$ cat src/rph_fifo.sv
// Small register queue with occupancy count.
module rph_fifo #(
  parameter int WIDTH = 8,
  parameter int DEPTH = 4
) (
  input  logic                       clk_i,
  input  logic                       rst_ni,
  input  logic                       push_i,
  input  logic [WIDTH-1:0]           data_i,
  input  logic                       pop_i,
  output logic [WIDTH-1:0]           data_o,
  output logic                       empty_o,
  output logic                       full_o,
  output logic [$clog2(DEPTH+1)-1:0] count_o
);
  localparam int PTR_W = (DEPTH > 1) ? $clog2(DEPTH) : 1;
  localparam int CNT_W = $clog2(DEPTH + 1);

  logic [WIDTH-1:0] mem_q [DEPTH];
  logic [PTR_W-1:0] wr_q, rd_q, wr_d, rd_d;
  logic [CNT_W-1:0] cnt_q, cnt_d;
  logic             do_push, do_pop;

  assign do_push = push_i && !full_o;
  assign do_pop  = pop_i && !empty_o;
  assign empty_o = (cnt_q == '0);
  assign full_o  = (cnt_q == CNT_W'(DEPTH));
  assign count_o = cnt_q;
  assign data_o  = mem_q[rd_q];

  always_comb begin
    wr_d  = wr_q;
    rd_d  = rd_q;
    cnt_d = cnt_q;
    if (do_push) wr_d = (wr_q == PTR_W'(DEPTH - 1)) ? '0 : wr_q + 1'b1;
    if (do_pop) rd_d = (rd_q == PTR_W'(DEPTH - 1)) ? '0 : rd_q + 1'b1;
    if (do_push && !do_pop) cnt_d = cnt_q + 1'b1;
    else if (!do_push && do_pop) cnt_d = cnt_q - 1'b1;
  end

  always_ff @(posedge clk_i or negedge rst_ni) begin
    if (!rst_ni) begin
      wr_q  <= '0;
      rd_q  <= '0;
      cnt_q <= '0;
    end else begin
      wr_q  <= wr_d;
      rd_q  <= rd_d;
      cnt_q <= cnt_d;
    end
  end

  always_ff @(posedge clk_i) begin
    if (do_push) mem_q[wr_q] <= data_i;
  end

endmodule

$ cat config.mk
export PLATFORM = sky130hd
export DESIGN_NAME = rph_fifo
export DESIGN_NICKNAME = d
export VERILOG_FILES = /design/src/rph_fifo.sv
export SDC_FILE = /design/constraint.sdc
export NUM_CORES = 1
export LEC_CHECK = 0
export BUFFER_PORTS_ARGS = -buffer_cell sky130_fd_sc_hd__buf_2
export CAP_MARGIN = 0
export CORE_MARGIN = 1.5
export CORE_UTILIZATION = 55
export DETAILED_ROUTE_END_ITERATION = 16
export PLACE_DENSITY = 0.78
export SLEW_MARGIN = 5
export SYNTH_ARGS = -nofsm -noshare
export SYNTH_HDL_FRONTEND = slang
export SYNTH_SLANG_ARGS = --single-unit
$ cat constraint.sdc
create_clock -name clk_i -period 3.7 [get_ports clk_i]
set_clock_uncertainty 0.05 [all_clocks]
set_input_delay 0.74 -clock clk_i [delete_from_list [all_inputs] [get_ports clk_i]]
set_output_delay 0.74 -clock clk_i [all_outputs]
set_load 0.02 [all_outputs]
-- After elaboration in Yosys (flattened, before gate mapping)
Memories as Yosys holds them, arrays and structs flattened.
Index checks and enable logic that the tools add are counted.
- memories kept: 1
- bits in registers: 7
- bits in writable memories: 32
- logic and storage cells: 27
- bits of input ports: 12
- output and inout bits: 13
- multiplexer cells: 6
- equality and inequality tests: 3
- add/subtract/negate cells: 4
- reductions and logical operators: 10
- memories (memory ; words ; width ; read ports ; clocked after memory_dff ; wr ports ; RTL line ; RTL):
    mem_q ; 4 ; 8 ; 1 ; 0 ; 1 ; 19 ; logic [WIDTH-1:0] mem_q [DEPTH];
- operators with widths (cell ; count):
    3-bit 2-to-1 mux ; 2
    2-bit by 1-bit adder with 2-bit output (second input constant) ; 2
    2-bit == test (second input constant) ; 2
    1-bit logical AND ; 4
    1-bit logical NOT ; 4
    2-bit 2-to-1 mux ; 2
    3-bit by 1-bit adder with 3-bit output (second input constant) ; 1
    3-bit == test (second input constant) ; 1
    3-bit logical NOT ; 1
    3-bit by 1-bit subtractor with 3-bit output (second input constant) ; 1
    1-bit 2-to-1 mux ; 2
    2-bit nonzero test ; 1

-- Logic depth before layout (Yosys ltp)
- word-level depth: 7
- depth in mapped cells: 9
- mapped depth without buffers: 8

-- Worst setup path before layout
OpenSTA, ideal clock, no wires.
- path kind: reg-to-reg
- start point: reg cnt_q[0] (netlist: count_o[0])
- end point: reg cnt_q[2] (netlist: count_o[2])
- required time: 3570 ps
- data arrival time: 2338 ps
- library setup time: 80 ps
- clock period less this slack: 2468 ps
- path buffers: 0
- path slack: 1232 ps
- stages on the path, launching flop included: 9
- cell sequence: dfrtp_1 nor3_1 nand2b_4 ha_1 inv_1 fa_1 xor2_1 nor2_1 xor2_1
- word-level cells in the longest chain between the ends: 6
- elaborated cells between the ends (all ways): 15
- classes of those cells: add/sub: 2; eq/ne: 1; mux: 2; reduce/logical: 10
- RTL lines (what ; RTL line ; RTL):
    start: declaration ; 21 ; logic [CNT_W-1:0] cnt_q, cnt_d;
    start signal: assignment ; 49 ; cnt_q <= cnt_d;
    3-bit logical NOT * ; 26 ; assign empty_o = (cnt_q == '0);
    named net empty_o ; 12 ; output logic empty_o,
    1-bit logical NOT * ; 25 ; assign do_pop = pop_i && !empty_o;
    1-bit logical AND * ; 25 ;
    1-bit logical NOT ; 37 ; if (do_push && !do_pop) cnt_d = cnt_q + 1'b1;
    1-bit logical AND ; 37 ;
    3-bit 2-to-1 mux or 2-bit nonzero test (tied branches) ; -- ;
The timed path passes the listed nets; every way through them passes the cells marked *. The select of a mux whose other input is x is not followed.
A chain may end at the register's enable or synchronous reset.

-- Worst setup path in the final report
- start point: reg rd_q[0]
- end point: out data_o[0]
- word-level cells in the longest chain between the ends: 1
- RTL lines (what ; RTL line ; RTL):
    start: declaration ; 20 ; logic [PTR_W-1:0] wr_q, rd_q, wr_d, rd_d;
    start signal: assignment ; 48 ; rd_q <= rd_d;
    memory 4 x 8 bit ; -- ;
    end: declaration ; 11 ; output logic [WIDTH-1:0] data_o,
Every way passes these cells.

==> results.py <==
metrics = {
    "timing": {
        "fmax_mhz": 383.8,
        "fin_crit_sh_pct": 70.41,
        "setup_tns_ns": 0,
        "rsz0062_at_grt": "no",
        "finalHoldViolations": 0,
        "worst_pin_slew_ns": 0.5739,
        "slew_headroom_pct": 61.74,
        "min_period_ns": 2.605,
        "slew_viol_final": 0,
        "final-setup-viol-count": 0,
    },
    "cts": {
        "numCtsBuffers": 5,
        "cts_num_sinks": 39,
        "clk_pin_slew_ns": 0.11,
        "cts.htree.levels": 2,
        "cts_setup_buffers": 0,
        "cts_tree": "done",
        "cts_hold_buf": 0,
        "post_cts_resized": 0,
        "cts_max_path_buffers": 2,
        "clkLatencyLatePin_ns": 0.34,
        "clockRootBuffer": "clkbuf_4",
    },
    "yosys": {
        "synth_top_area_share_pct": 59.31,
        "synth_compound_area_share_pct": 0,
        "synth_area_leaders": "edfxtp_1, mux4_2, dfrtp_1",
        "avgSynthCellArea_um2": 20.51,
        "yosys.area_share.simple_pct": 5.405,
        "synth-xor-area-share_pct": 1.622,
        "synthDistinctLibCells": 19,
        "synth_top_cell_by_area": "edfxtp_1",
        "syn_nets": 98,
        "synthCells": 79,
        "syn_area_um2": 1620,
        "synthAdderAreaFrac_pct": 5.869,
        "yosys_warnings": 0,
        "synth_mux_area_share_pct": 15.06,
        "synth_top_family_by_area": "multiplexers",
        "synth-seq-cells": 39,
        "ys_seq_area_share_pct": 70.12,
    },
    "die": {
        "coreArea_um2": 2781,
        "dieArea_um2": 3280,
        "io_pins": 25,
        "die_height_um": 57.28,
        "dieWidth_um": 57.28,
        "initial_core_util_pct": 58.25,
        "fp-row-count": 19,
    },
    "global_route": {
        "grt_max_degree": 13,
        "grt_pass1_wl_um": 3705,
        "grt_pass1_vias": 724,
        "track_usage_pct": 16.54,
        "grt_antenna_before_repair": 0,
        "grt.overflow.total": 0,
    },
    "routing": {
        "via_per_inst": 5.338,
        "wl_um": 2308,
        "drt_iter0_drc": 18,
        "dr_total_vias": 742,
        "drc": 0,
        "first_pass_iters": 4,
        "antenna_left": 0,
        "wl_per_cell_um": 16.60,
    },
    "critical_path": {
        "cp.buffers_inverters": 1,
        "worstPathRequired_ns": 2.91,
        "start_kind": "flop",
        "cpMaxStageDelayCell": "dfrtp_1",
        "r2r_setup_slack_ns": 1.59,
        "cp.arrival_ns": 1.82,
        "cp-end-kind": "primary output",
        "max_stage_delay_ns": 0.72,
        "critPathKind": "flop to primary output",
        "cp_top_family": "flip-flops",
        "crit_cells": 2,
        "crit_chain": "mux4_2 > buf_2",
        "cp_max_fo": 11,
        "r2r_cells": 8,
    },
    "outcome": {
        "status": "finished clean",
    },
    "layout": {
        "fill_cells": 201,
        "regArea_um2": 1136,
        "areaGrowthSynthToFinish_pct": 13.28,
        "nets": 126,
        "layout-drive-gt1-share_pct": 47.22,
        "antenna_cells": 0,
        "multi_input_area_um2": 452.9,
    },
    "placed_design": {
        "dp_hpwl_um": 1566,
        "portBuffers": 24,
        "place.gp.congestion": 0.6971,
    },
    "flow_run": {
        "cap_violations": 0,
    },
    "power_and_ir_drop": {
        "power_uw": 1506,
        "powerDensity_nw_per_um2": 820.6,
        "cellLeakagePower_uw": 0.0007081,
        "vdd_drop_max_mv": 0.7611,
    },
    "min_path": {
        "hp-class": "primary input to async pin",
    },
}
## path summary, 6_finish.rpt
path | startpoint | end
worst max-delay path | rd_q[0] | data_o[0]
worst min-delay path | rst_ni | count_o[1]
worst max register to register | count_o[2] | count_o[2]
worst min register to register | count_o[2] | count_o[2]
max in group asynchronous | rst_ni | rd_q[0]
min in group clk_i | count_o[2] | count_o[2]
## power by group
part / total, µW / internal, µW / switching, µW
Sequential: 699 / 593 / 106
Combinational: 533 / 268 / 266
Clock: 274 / 139 / 135
Total: 1510 / 1000 / 506
## registers in the layout (all words and copies together) (netlist names)
| name | count |
|---|---|
| count_o | 3 |
| mem_q | 32 |
| rd_q | 2 |
| wr_q | 2 |
## cells in the mapped netlist
cell      instances
and2_2            4
buf_1             1
buf_2             1
buf_6             1
dfrtp_1           7
edfxtp_1         32
fa_1              1
ha_1              6
inv_1             3
mux2_2            3
mux2_4            2
mux4_2            8
nand2b_4          1
nor2_1            3
nor2b_2           1
nor3_1            1
nor3b_4           1
xnor2_1           1
xor2_1            2
## per-layer routing
layer  share of wire, %  GRT usage [%]
met4                2.2          7.973
met5                  0              0
met1                 42          22.31
met3                5.9          8.163
met2                 49          22.66
## area by class of cell
type,instances,share of cell area (%)
Clock buffer,5,2.045
Clock inverter,3,2.113
Inverter,3,0.6135
Multi-Input combinational cell,34,24.68
Sequential cell,39,61.90
Tap cell,31,2.113
Timing Repair Buffer,24,6.544
## cell usage in the layout (no fill, tap or decap)
| cell | netlist | routed |
|---|---|---|
| mux2_2 | 3 | 3 |
| mux2_4 | 2 | 2 |
| and2_2 | 4 | 4 |
| nor2b_2 | 1 | 1 |
| xnor2_1 | 1 | 1 |
| mux4_2 | 8 | 8 |
| edfxtp_1 | 32 | 32 |
| dfrtp_1 | 7 | 7 |
| nor3b_4 | 1 | 1 |
| clkbuf_4 | 0 | 5 |
| inv_1 | 3 | 3 |
| bufinv_16 | 0 | 1 |
| xor2_1 | 2 | 2 |
| buf_2 | 1 | 24 |
| nor3_1 | 1 | 1 |
| fa_1 | 1 | 1 |
| clkinv_1 | 0 | 1 |
| nand2b_4 | 1 | 1 |
| nor2_1 | 3 | 3 |
| clkinv_2 | 0 | 1 |
| ha_1 | 6 | 6 |
## kinds of logic after synthesis
kind of cell | after synthesis
and+or+nand+nor | 11
adders and majority gates | 7
xor gates and xnor gates | 3
DFF | 39
muxes | 13
buffers and inverters | 6
## per-stage QoR
| stage | hold slack, ns | area (µm²) | utilization, % | setup slack, ns | std cells |
|---|---|---|---|---|---|
| 6_report | 0.1601 | 1836 | 65.99 | 1.095 | 139 |
| 3_3_place_gp | 0.4566 | 1759 | 63.25 | 1.389 | 131 |
| 3_5_place_dp | 0.4669 | 1759 | 63.25 | 1.358 | 131 |
| 4_1_cts | 0.1451 | 1836 | 65.99 | 1.023 | 139 |
| 2_1_floorplan | 0.3944 | 1620 | - | 1.232 | 79 |
| 5_1_grt | 0.1412 | 1836 | 65.99 | 0.9308 | 139 |
No activity file was read; power rests on OpenSTA's default activity.
